## config.mk

```make
export PLATFORM = sky130hd
export DESIGN_NAME = pid_controller_with_integral_reset_top
export DESIGN_NICKNAME = d
export VERILOG_FILES = /design/src/pcir_pkg.sv /design/src/pcir_mul.sv /design/src/pcir_regs.sv /design/src/pid_controller_with_integral_reset_top.sv
export SDC_FILE = /design/constraint.sdc
export NUM_CORES = 2
export LEC_CHECK = 0
export ABC_AREA = 1
export BUFFER_PORTS_ARGS = -buffer_cell sky130_fd_sc_hd__buf_2
export CAP_MARGIN = 20
export CORE_MARGIN = 1
export CORE_UTILIZATION = 50
export DETAILED_ROUTE_END_ITERATION = 10
export GPL_TIMING_DRIVEN = 0
export MAX_ROUTING_LAYER = met4
export PLACE_DENSITY = 0.65
export RECOVER_POWER = 25
export SETUP_SLACK_MARGIN = 0.1
export SKIP_CTS_REPAIR_TIMING = 1
export SYNTH_ARGS = -nofsm -noshare
export SYNTH_HDL_FRONTEND = slang
export SYNTH_SLANG_ARGS = --single-unit
```

## constraint.sdc

```tcl
create_clock -name clk -period 9.85 [get_ports clk]
set_clock_uncertainty 0.2 [all_clocks]
set_input_delay 0.985 -clock clk [delete_from_list [all_inputs] [get_ports clk]]
set_output_delay 0.985 -clock clk [all_outputs]
set_load 0.03 [all_outputs]
```

## src/pcir_pkg.sv

```systemverilog
// ----------------------------------------------------------------------------
// pcir_pkg
// Shared types, register indexes and saturation helpers for the PID
// controller with integral reset.
// ----------------------------------------------------------------------------
package pcir_pkg;

  // Configuration port
  localparam int unsigned CFG_IDX_W  = 4;
  localparam int unsigned CFG_DATA_W = 32;

  localparam logic [CFG_IDX_W-1:0] CFG_GAIN_P    = 4'd0;
  localparam logic [CFG_IDX_W-1:0] CFG_GAIN_I    = 4'd1;
  localparam logic [CFG_IDX_W-1:0] CFG_GAIN_D    = 4'd2;
  localparam logic [CFG_IDX_W-1:0] CFG_STEP_TIME = 4'd3;
  localparam logic [CFG_IDX_W-1:0] CFG_STEP_RATE = 4'd4;
  localparam logic [CFG_IDX_W-1:0] CFG_OUT_MAX   = 4'd5;
  localparam logic [CFG_IDX_W-1:0] CFG_OUT_MIN   = 4'd6;
  localparam logic [CFG_IDX_W-1:0] CFG_INT_LIMIT = 4'd7;

  // Serial multiplier: 4-bit digits of the multiplier, 8 steps per product
  localparam int unsigned DIG_W   = 4;
  localparam int unsigned N_DIG   = 32 / DIG_W;
  localparam int unsigned DCNT_W  = $clog2(N_DIG);
  localparam int unsigned ACC_W   = 37;

  localparam logic signed [31:0] S32_MAX = 32'sh7FFF_FFFF;
  localparam logic signed [31:0] S32_MIN = 32'sh8000_0000;

  typedef struct packed {
    logic signed [31:0] gain_p;
    logic signed [31:0] gain_i;
    logic signed [31:0] gain_d;
    logic        [30:0] step_time;
    logic        [30:0] step_rate;
    logic signed [31:0] out_max;
    logic signed [31:0] out_min;
    logic signed [31:0] integral_limit;
  } pcir_cfg_t;

  typedef enum logic [3:0] {
    ST_IDLE,
    ST_ERR,
    ST_M_INT,
    ST_M_DER,
    ST_M_GI,
    ST_M_GP,
    ST_M_GD,
    ST_SUM,
    ST_WB
  } pcir_state_t;

  // Saturate a 48-bit floored product to signed 32 bits
  function automatic logic signed [31:0] sat48(input logic signed [47:0] v);
    logic fits;
    fits = (&v[47:31]) || !(|v[47:31]);
    if (fits) return v[31:0];
    else if (v[47]) return S32_MIN;
    else return S32_MAX;
  endfunction

  // Saturate a 33-bit sum or difference to signed 32 bits
  function automatic logic signed [31:0] sat33(input logic signed [32:0] v);
    if (v[32] == v[31]) return v[31:0];
    else if (v[32]) return S32_MIN;
    else return S32_MAX;
  endfunction

endpackage

```

## src/pcir_mul.sv

```systemverilog
// ----------------------------------------------------------------------------
// pcir_mul
// Digit-serial signed 32x32 multiplier, one 4-bit digit of the multiplier
// per cycle, giving the exact product floored by 2^16.
// ----------------------------------------------------------------------------
module pcir_mul
  import pcir_pkg::*;
(
  input  logic               clk,
  input  logic               rst_n,
  input  logic               start,
  input  logic signed [31:0] op_a,
  input  logic signed [31:0] op_b,
  output logic               done,
  output logic signed [47:0] q_floor
);

  logic                     busy_r,  busy_nxt;
  logic                     done_r,  done_nxt;
  logic [DCNT_W-1:0]        cnt_r,   cnt_nxt;
  logic signed [31:0]       a_r,     a_nxt;
  logic signed [ACC_W-1:0]  hi_r,    hi_nxt;
  logic [31:0]              lo_r,    lo_nxt;

  logic                     last_dig;
  logic signed [DIG_W:0]    dig;
  logic signed [ACC_W-1:0]  pp;
  logic signed [ACC_W:0]    acc_sum;

  // Low digits are unsigned, the top digit carries the sign of op_b
  assign last_dig = (cnt_r == DCNT_W'(N_DIG - 1));
  assign dig      = {lo_r[DIG_W-1] & last_dig, lo_r[DIG_W-1:0]};
  assign pp       = a_r * dig;
  assign acc_sum  = (ACC_W+1)'(hi_r) + (ACC_W+1)'(pp);

  // Load operands on start, otherwise add one partial product and shift
  always_comb begin
    busy_nxt = busy_r;
    done_nxt = 1'b0;
    cnt_nxt  = cnt_r;
    a_nxt    = a_r;
    hi_nxt   = hi_r;
    lo_nxt   = lo_r;
    if (start) begin
      busy_nxt = 1'b1;
      cnt_nxt  = '0;
      a_nxt    = op_a;
      hi_nxt   = '0;
      lo_nxt   = op_b;
    end else if (busy_r) begin
      hi_nxt  = ACC_W'(acc_sum >>> DIG_W);
      lo_nxt  = {acc_sum[DIG_W-1:0], lo_r[31:DIG_W]};
      cnt_nxt = cnt_r + 1'b1;
      if (last_dig) begin
        busy_nxt = 1'b0;
        done_nxt = 1'b1;
      end
    end
  end

  always_ff @(posedge clk) begin
    if (!rst_n) begin
      busy_r <= 1'b0;
      done_r <= 1'b0;
      cnt_r  <= '0;
    end else begin
      busy_r <= busy_nxt;
      done_r <= done_nxt;
      cnt_r  <= cnt_nxt;
    end
    a_r  <= a_nxt;
    hi_r <= hi_nxt;
    lo_r <= lo_nxt;
  end

  // Product is {hi[31:0], lo}; drop the 16 fraction bits (floor)
  assign done    = done_r;
  assign q_floor = {hi_r[31:0], lo_r[31:16]};

endmodule

```

## src/pcir_regs.sv

```systemverilog
// ----------------------------------------------------------------------------
// pcir_regs
// Configuration register file: gains, dt and 1/dt, clamp range and the
// integral clear threshold.
// ----------------------------------------------------------------------------
module pcir_regs
  import pcir_pkg::*;
(
  input  logic                  clk,
  input  logic                  rst_n,
  input  logic                  cfg_wen,
  input  logic [CFG_IDX_W-1:0]  cfg_index,
  input  logic [CFG_DATA_W-1:0] cfg_wdata,
  output pcir_cfg_t             cfg
);

  pcir_cfg_t cfg_r, cfg_nxt;

  // Decode the write; indexes past the list are dropped
  always_comb begin
    cfg_nxt = cfg_r;
    if (cfg_wen) begin
      unique case (cfg_index)
        CFG_GAIN_P:    cfg_nxt.gain_p         = cfg_wdata;
        CFG_GAIN_I:    cfg_nxt.gain_i         = cfg_wdata;
        CFG_GAIN_D:    cfg_nxt.gain_d         = cfg_wdata;
        CFG_STEP_TIME: cfg_nxt.step_time      = cfg_wdata[30:0];
        CFG_STEP_RATE: cfg_nxt.step_rate      = cfg_wdata[30:0];
        CFG_OUT_MAX:   cfg_nxt.out_max        = cfg_wdata;
        CFG_OUT_MIN:   cfg_nxt.out_min        = cfg_wdata;
        CFG_INT_LIMIT: cfg_nxt.integral_limit = cfg_wdata;
        default: ;
      endcase
    end
  end

  always_ff @(posedge clk) begin
    if (!rst_n) begin
      cfg_r.gain_p         <= '0;
      cfg_r.gain_i         <= '0;
      cfg_r.gain_d         <= '0;
      cfg_r.step_time      <= 31'd65536;
      cfg_r.step_rate      <= 31'd65536;
      cfg_r.out_max        <= S32_MAX;
      cfg_r.out_min        <= S32_MIN;
      cfg_r.integral_limit <= S32_MAX;
    end else begin
      cfg_r <= cfg_nxt;
    end
  end

  assign cfg = cfg_r;

endmodule

```

## src/pid_controller_with_integral_reset_top.sv

```systemverilog
// ----------------------------------------------------------------------------
// pid_controller_with_integral_reset_top
// PID controller with integral reset, signed Q16.16, one shared
// digit-serial multiplier.
// ----------------------------------------------------------------------------
// Usage:
//   in_*  : one transfer carries target and measured; one drive value comes
//           back on out_* for every input transfer, in order.
//   cfg_* : write gains, dt, 1/dt, clamp range and clear threshold while
//           the block is idle; a write takes effect on the next edge.
// Sequence:
//   Five products run in turn on one multiplier that takes one 4-bit digit
//   per cycle, in 8 steps per product. After the error and sum states,
//   write-back loads the output register and sets out_tvalid, and in_tready
//   returns in that same cycle, so the block takes one item at a time and
//   accepts the next only once the last one is through.
// Stall:
//   The result sits in an output register; the next item is accepted and
//   computed while it waits. A finished second result holds in the block
//   until the output register is taken.
// Reset:
//   rst_n low clears the integral and the previous error to zero, empties
//   the output register and returns the registers to their defaults.
// ----------------------------------------------------------------------------
module pid_controller_with_integral_reset_top
  import pcir_pkg::*;
(
  input  logic                  clk,
  input  logic                  rst_n,
  // in_tdata: [31:0] target, [63:32] measured
  input  logic                  in_tvalid,
  output logic                  in_tready,
  input  logic [63:0]           in_tdata,
  // out_tdata: [31:0] drive
  output logic                  out_tvalid,
  input  logic                  out_tready,
  output logic [31:0]           out_tdata,
  input  logic                  cfg_wen,
  input  logic [CFG_IDX_W-1:0]  cfg_index,
  input  logic [CFG_DATA_W-1:0] cfg_wdata
);

  pcir_cfg_t          cfg;
  pcir_state_t        state_r, state_nxt;

  logic signed [31:0] err_r, integral_r, prev_err_r, deriv_r;
  logic signed [31:0] term_p_r, term_i_r, term_d_r, drive_r;
  logic signed [31:0] out_data_r;
  logic               out_valid_r;

  logic               mul_start, mul_done;
  logic signed [31:0] mul_a, mul_b;
  logic signed [47:0] mul_q;
  logic signed [31:0] mul_sat;
  logic signed [31:0] diff;
  logic               clear_int;
  logic               load_out;
  logic               in_xfer;
  logic signed [33:0] sum_all;
  logic signed [33:0] sum_hi_clamped;
  logic signed [31:0] drive_nxt;

  pcir_regs u_regs (
    .clk       (clk),
    .rst_n     (rst_n),
    .cfg_wen   (cfg_wen),
    .cfg_index (cfg_index),
    .cfg_wdata (cfg_wdata),
    .cfg       (cfg)
  );

  pcir_mul u_mul (
    .clk     (clk),
    .rst_n   (rst_n),
    .start   (mul_start),
    .op_a    (mul_a),
    .op_b    (mul_b),
    .done    (mul_done),
    .q_floor (mul_q)
  );

  assign in_xfer   = in_tvalid && in_tready;
  assign mul_sat   = sat48(mul_q);
  assign diff      = sat33(33'(err_r) - 33'(prev_err_r));
  assign clear_int = mul_q > 48'(cfg.integral_limit);

  // Add the three terms exactly, then clamp high and then low
  assign sum_all        = 34'(term_p_r) + 34'(term_i_r) + 34'(term_d_r);
  assign sum_hi_clamped = (sum_all > 34'(cfg.out_max)) ? 34'(cfg.out_max) : sum_all;
  assign drive_nxt      = (sum_hi_clamped < 34'(cfg.out_min)) ? cfg.out_min
                                                              : sum_hi_clamped[31:0];

  // Next state
  always_comb begin
    state_nxt = state_r;
    unique case (state_r)
      ST_IDLE:  if (in_xfer) state_nxt = ST_ERR;
      ST_ERR:   state_nxt = ST_M_INT;
      ST_M_INT: if (mul_done) state_nxt = ST_M_DER;
      ST_M_DER: if (mul_done) state_nxt = ST_M_GI;
      ST_M_GI:  if (mul_done) state_nxt = ST_M_GP;
      ST_M_GP:  if (mul_done) state_nxt = ST_M_GD;
      ST_M_GD:  if (mul_done) state_nxt = ST_SUM;
      ST_SUM:   state_nxt = ST_WB;
      ST_WB:    if (!out_valid_r || out_tready) state_nxt = ST_IDLE;
      default:  state_nxt = ST_IDLE;
    endcase
  end

  // Outputs: handshake, multiplier launch and operand selection
  always_comb begin
    in_tready = 1'b0;
    mul_start = 1'b0;
    mul_a     = '0;
    mul_b     = '0;
    load_out  = 1'b0;
    unique case (state_r)
      ST_IDLE: in_tready = 1'b1;
      ST_ERR: begin
        mul_start = 1'b1;
        mul_a     = err_r;
        mul_b     = {1'b0, cfg.step_time};
      end
      ST_M_INT: begin
        mul_start = mul_done;
        mul_a     = diff;
        mul_b     = {1'b0, cfg.step_rate};
      end
      ST_M_DER: begin
        mul_start = mul_done;
        mul_a     = cfg.gain_i;
        mul_b     = integral_r;
      end
      ST_M_GI: begin
        mul_start = mul_done;
        mul_a     = cfg.gain_p;
        mul_b     = err_r;
      end
      ST_M_GP: begin
        mul_start = mul_done;
        mul_a     = cfg.gain_d;
        mul_b     = deriv_r;
      end
      ST_M_GD:  ;
      ST_SUM:   ;
      ST_WB:    load_out = !out_valid_r || out_tready;
      default:  ;
    endcase
  end

  always_ff @(posedge clk) begin
    if (!rst_n) begin
      state_r     <= ST_IDLE;
      out_valid_r <= 1'b0;
      integral_r  <= '0;
      prev_err_r  <= '0;
    end else begin
      state_r <= state_nxt;

      // Hold the result until the transfer, refill from write-back
      if (load_out) out_valid_r <= 1'b1;
      else if (out_tready) out_valid_r <= 1'b0;

      // Integral: add floored error*dt, clear when gain_i*I passes the limit
      if (state_r == ST_M_INT && mul_done) begin
        integral_r <= sat33(33'(integral_r) + 33'(mul_sat));
      end
      if (state_r == ST_M_GI && mul_done && clear_int) begin
        integral_r <= '0;
      end

      if (load_out) prev_err_r <= err_r;
    end

    // Capture the error on the input transfer
    if (in_xfer) begin
      err_r <= sat33(33'($signed(in_tdata[31:0])) - 33'($signed(in_tdata[63:32])));
    end

    if (state_r == ST_M_DER && mul_done) deriv_r <= mul_sat;
    if (state_r == ST_M_GI && mul_done) term_i_r <= clear_int ? '0 : mul_sat;
    if (state_r == ST_M_GP && mul_done) term_p_r <= mul_sat;
    if (state_r == ST_M_GD && mul_done) term_d_r <= mul_sat;
    if (state_r == ST_SUM) drive_r <= drive_nxt;
    if (load_out) out_data_r <= drive_r;
  end

  assign out_tvalid = out_valid_r;
  assign out_tdata  = out_data_r;

endmodule

```

==> impl_metrics.tcl <==
set metrics [dict create \
    status "complete, but fails checks" \
    violations "capacitance limit, slew limit" \
    cts.clk_slew.worst_paths_ns 0.06 \
    synth_top_cell_area_share_pct 20.4 \
    slowest_delay_ns 0.49 \
    hpwl_um 118000 \
    setup_viol 0 \
    first_pass_iters 7 \
    first_global_vias 35948 \
    dp_cells 6402 \
    synth.distinct_cells 58 \
    path_class "register to register" \
    via_per_inst 5.73 \
    antenna_found_initial 6 \
    seq_area_frac_synth_pct 37.6 \
    syn_to_final_growth_pct 11.1 \
    drc 0 \
    rsz0062_at_grt "no" \
    powerDensity_nw_per_um2 358 \
    tritoncts "built" \
    slew-limit-headroom_pct -86.9 \
    endpoint_kind "register" \
    seqPwrFrac_pct 22.0 \
    num_vias 37486 \
    die_h_um 293 \
    maxSlewViolCount 67 \
    htreeDepth 3 \
    synth_nets 5713 \
    grt-ovfl-total 0 \
    p_clk_share_pct 16.8 \
    grt_use_total_pct 35.7 \
    hold_path_depth 0 \
    synth_top_area_cell "edfxtp_1" \
    grt_pass1_wl_um 221000 \
    wl_um 149000 \
    rr_worst_depth 38 \
    insertion_delay_ns 0.63 \
    internal-power_mw 8.55 \
    yosysWarnings 0 \
    grt_max_degree 34 \
    synth_area_per_cell_um2 8.27 \
    rows 106 \
    portBuffers 136 \
    power_leakage_nw 20.8 \
    postRouteAntennaNets 0 \
    fin_tns_setup_ns 0 \
    clock-root-buffer "clkbuf_16" \
    power_switching_mw 8.28 \
    synth_flop_cell "dfxtp_1" \
    synth-edff-count 288 \
    largest_reg_flops 254 \
    async_flop_share_pct 0 \
    finalHoldViolations 0 \
    required_ns 10.03 \
    vdd_drop_max_mv 0.446 \
    worstMarginPinSlew_ns 2.79 \
    gp_congestion 1.04 \
    drtIter0Drc 3589 \
    crit_fanout 10 \
    drive_gt1_share_pct 7.18 \
    yosys-top-cells-area "edfxtp_1 (20%), dfxtp_1 (17%), ha_1 (9.4%), fa_1 (8.0%), nand2_1 (7.6%)" \
    io_pins 139 \
    core_area_um2 83700 \
    swShare_pct 49.2 \
    pwr-share-comb_pct 61.2 \
    cp_slowest_cell "fa_1" \
    maxCapViolations 2 \
    wl_per_cell_um 22.7 \
    period_share_pct 80.5 \
    hp-class "register to register" \
    synth_seq_cells 650 \
    post-route-util_pct 56.2 \
    synth_cells 5119 \
    die_w_um 293 \
    synth_area_um2 42300 \
    final_nets 5937 \
    start_kind "register" \
    crit_path_frequent_cell "nand2_1" \
    clockBufferDepth 3 \
    clock_sinks 650 \
    worstPathArrival_ns 8.11 \
    min_period_ns 7.93 \
    cts_made_buffers 73 \
    fmax_ghz 0.126 \
    initial_utilization_pct 50.6 \
    die_area_um2 85800 \
    fin_cells 6537 \
]
per-layer routing:
layer  vias to the layer above  wire (µm)  GRT usage [%]
li1                      17646          -              -
met4                         0      10300           21.2
met5                         -          0              -
met1                     17867      58700           43.2
met2                      1570      68000           56.2
met3                       403      11600           5.61
layout by cell type (no fill, tap or decap), drive strengths merged, types with 189 or more instances in the layout:
master | netlist | routed
inv | 677 | 679
buf | 48 | 189
dfxtp | 362 | 362
nor2 | 543 | 543
ha | 319 | 319
edfxtp | 288 | 288
nand2 | 874 | 874
clkbuf | 155 | 267
a21oi | 424 | 424
o21ai | 481 | 481
critical path, delay by kind of cell (launching register included):
kind / cells / cell delay [ns]
buf+inv: 4 / 0.88
xor+xnor: 1 / 0.34
simple gates: 20 / 2.29
fa+ha+maj: 5 / 1.85
compound gates: 8 / 1.72
flops: 1 / 0.39
cells by family (layout without fill, tap and decap cells):
| logic type | after synthesis | count (layout) | synth area share (%) |
|---|---|---|---|
| flip-flops | 650 | 650 | 37.6 |
| AO/OA/AOI/OAI | 1228 | 1228 | 16.8 |
| other | 0 | 2 | 0 |
| XOR/XNOR | 147 | 147 | 3.10 |
| AND/OR/NAND/NOR | 1722 | 1722 | 16.9 |
| buffers and inverters | 883 | 1165 | 8.18 |
| adder cells (fa/ha/maj) | 489 | 489 | 17.5 |
path summary, 6_finish.rpt:
| check | start | to | slack [ns] |
|---|---|---|---|
| worst max register to register | term_p_r[1]$_DFFE_PP_ | drive_r[28]$_DFFE_PP_ | 1.92 |
| worst min-delay path | drive_r[2]$_DFFE_PP_ | out_tdata[2]$_DFFE_PP_ | 0.22 |
| worst max-delay path | term_p_r[1]$_DFFE_PP_ | drive_r[28]$_DFFE_PP_ | 1.92 |
| worst min register to register | drive_r[2]$_DFFE_PP_ | out_tdata[2]$_DFFE_PP_ | 0.22 |
area by class of cell:
cell class | instances | area [µm²]
multi-input combinational | 3586 | 23000
timing repair buffer | 149 | 808
antenna | 2 | 5.00
tap | 1134 | 1420
sequential | 650 | 15900
inverter | 680 | 2550
buffer | 203 | 911
clock buffer | 104 | 2040
clock inverter | 29 | 395
fill | 7843 | 36700
synthesized netlist by cell type, types with 34 or more instances:
cell	instances
xor2_1	74
inv_1	672
nor2_1	538
o21ai_0	449
clkbuf_1	155
nand3_1	157
fa_1	170
o211ai_1	98
edfxtp_1	288
nand4_1	40
xnor2_1	70
ha_1	319
a21oi_1	417
nand2_1	859
a221oi_1	48
dfxtp_1	362
or2_2	34
power by group through the flow:
stage	Clock [mW]	Combinational (mW)	Sequential [mW]
finish	2.82	10.3	3.70
CTS	2.84	10.1	3.68
floorplan	0	7.31	3.51
global placement	0	9.97	3.74
global route	2.94	11.5	3.71
detailed placement	0	10.1	3.73
through the flow:
step	hold slack, ns	power [mW]	setup slack, ns	instance area (µm²)
after floorplan	0.200	10.8	3.53	42300
after global placement	0.202	13.7	2.02	44400
after detailed placement	0.205	13.8	2.02	44600
after CTS	0.219	16.7	1.99	47100
after global routing	0.222	18.2	1.36	47000
final	0.217	16.8	1.92	47000
(Power assumes the default switching activity.)
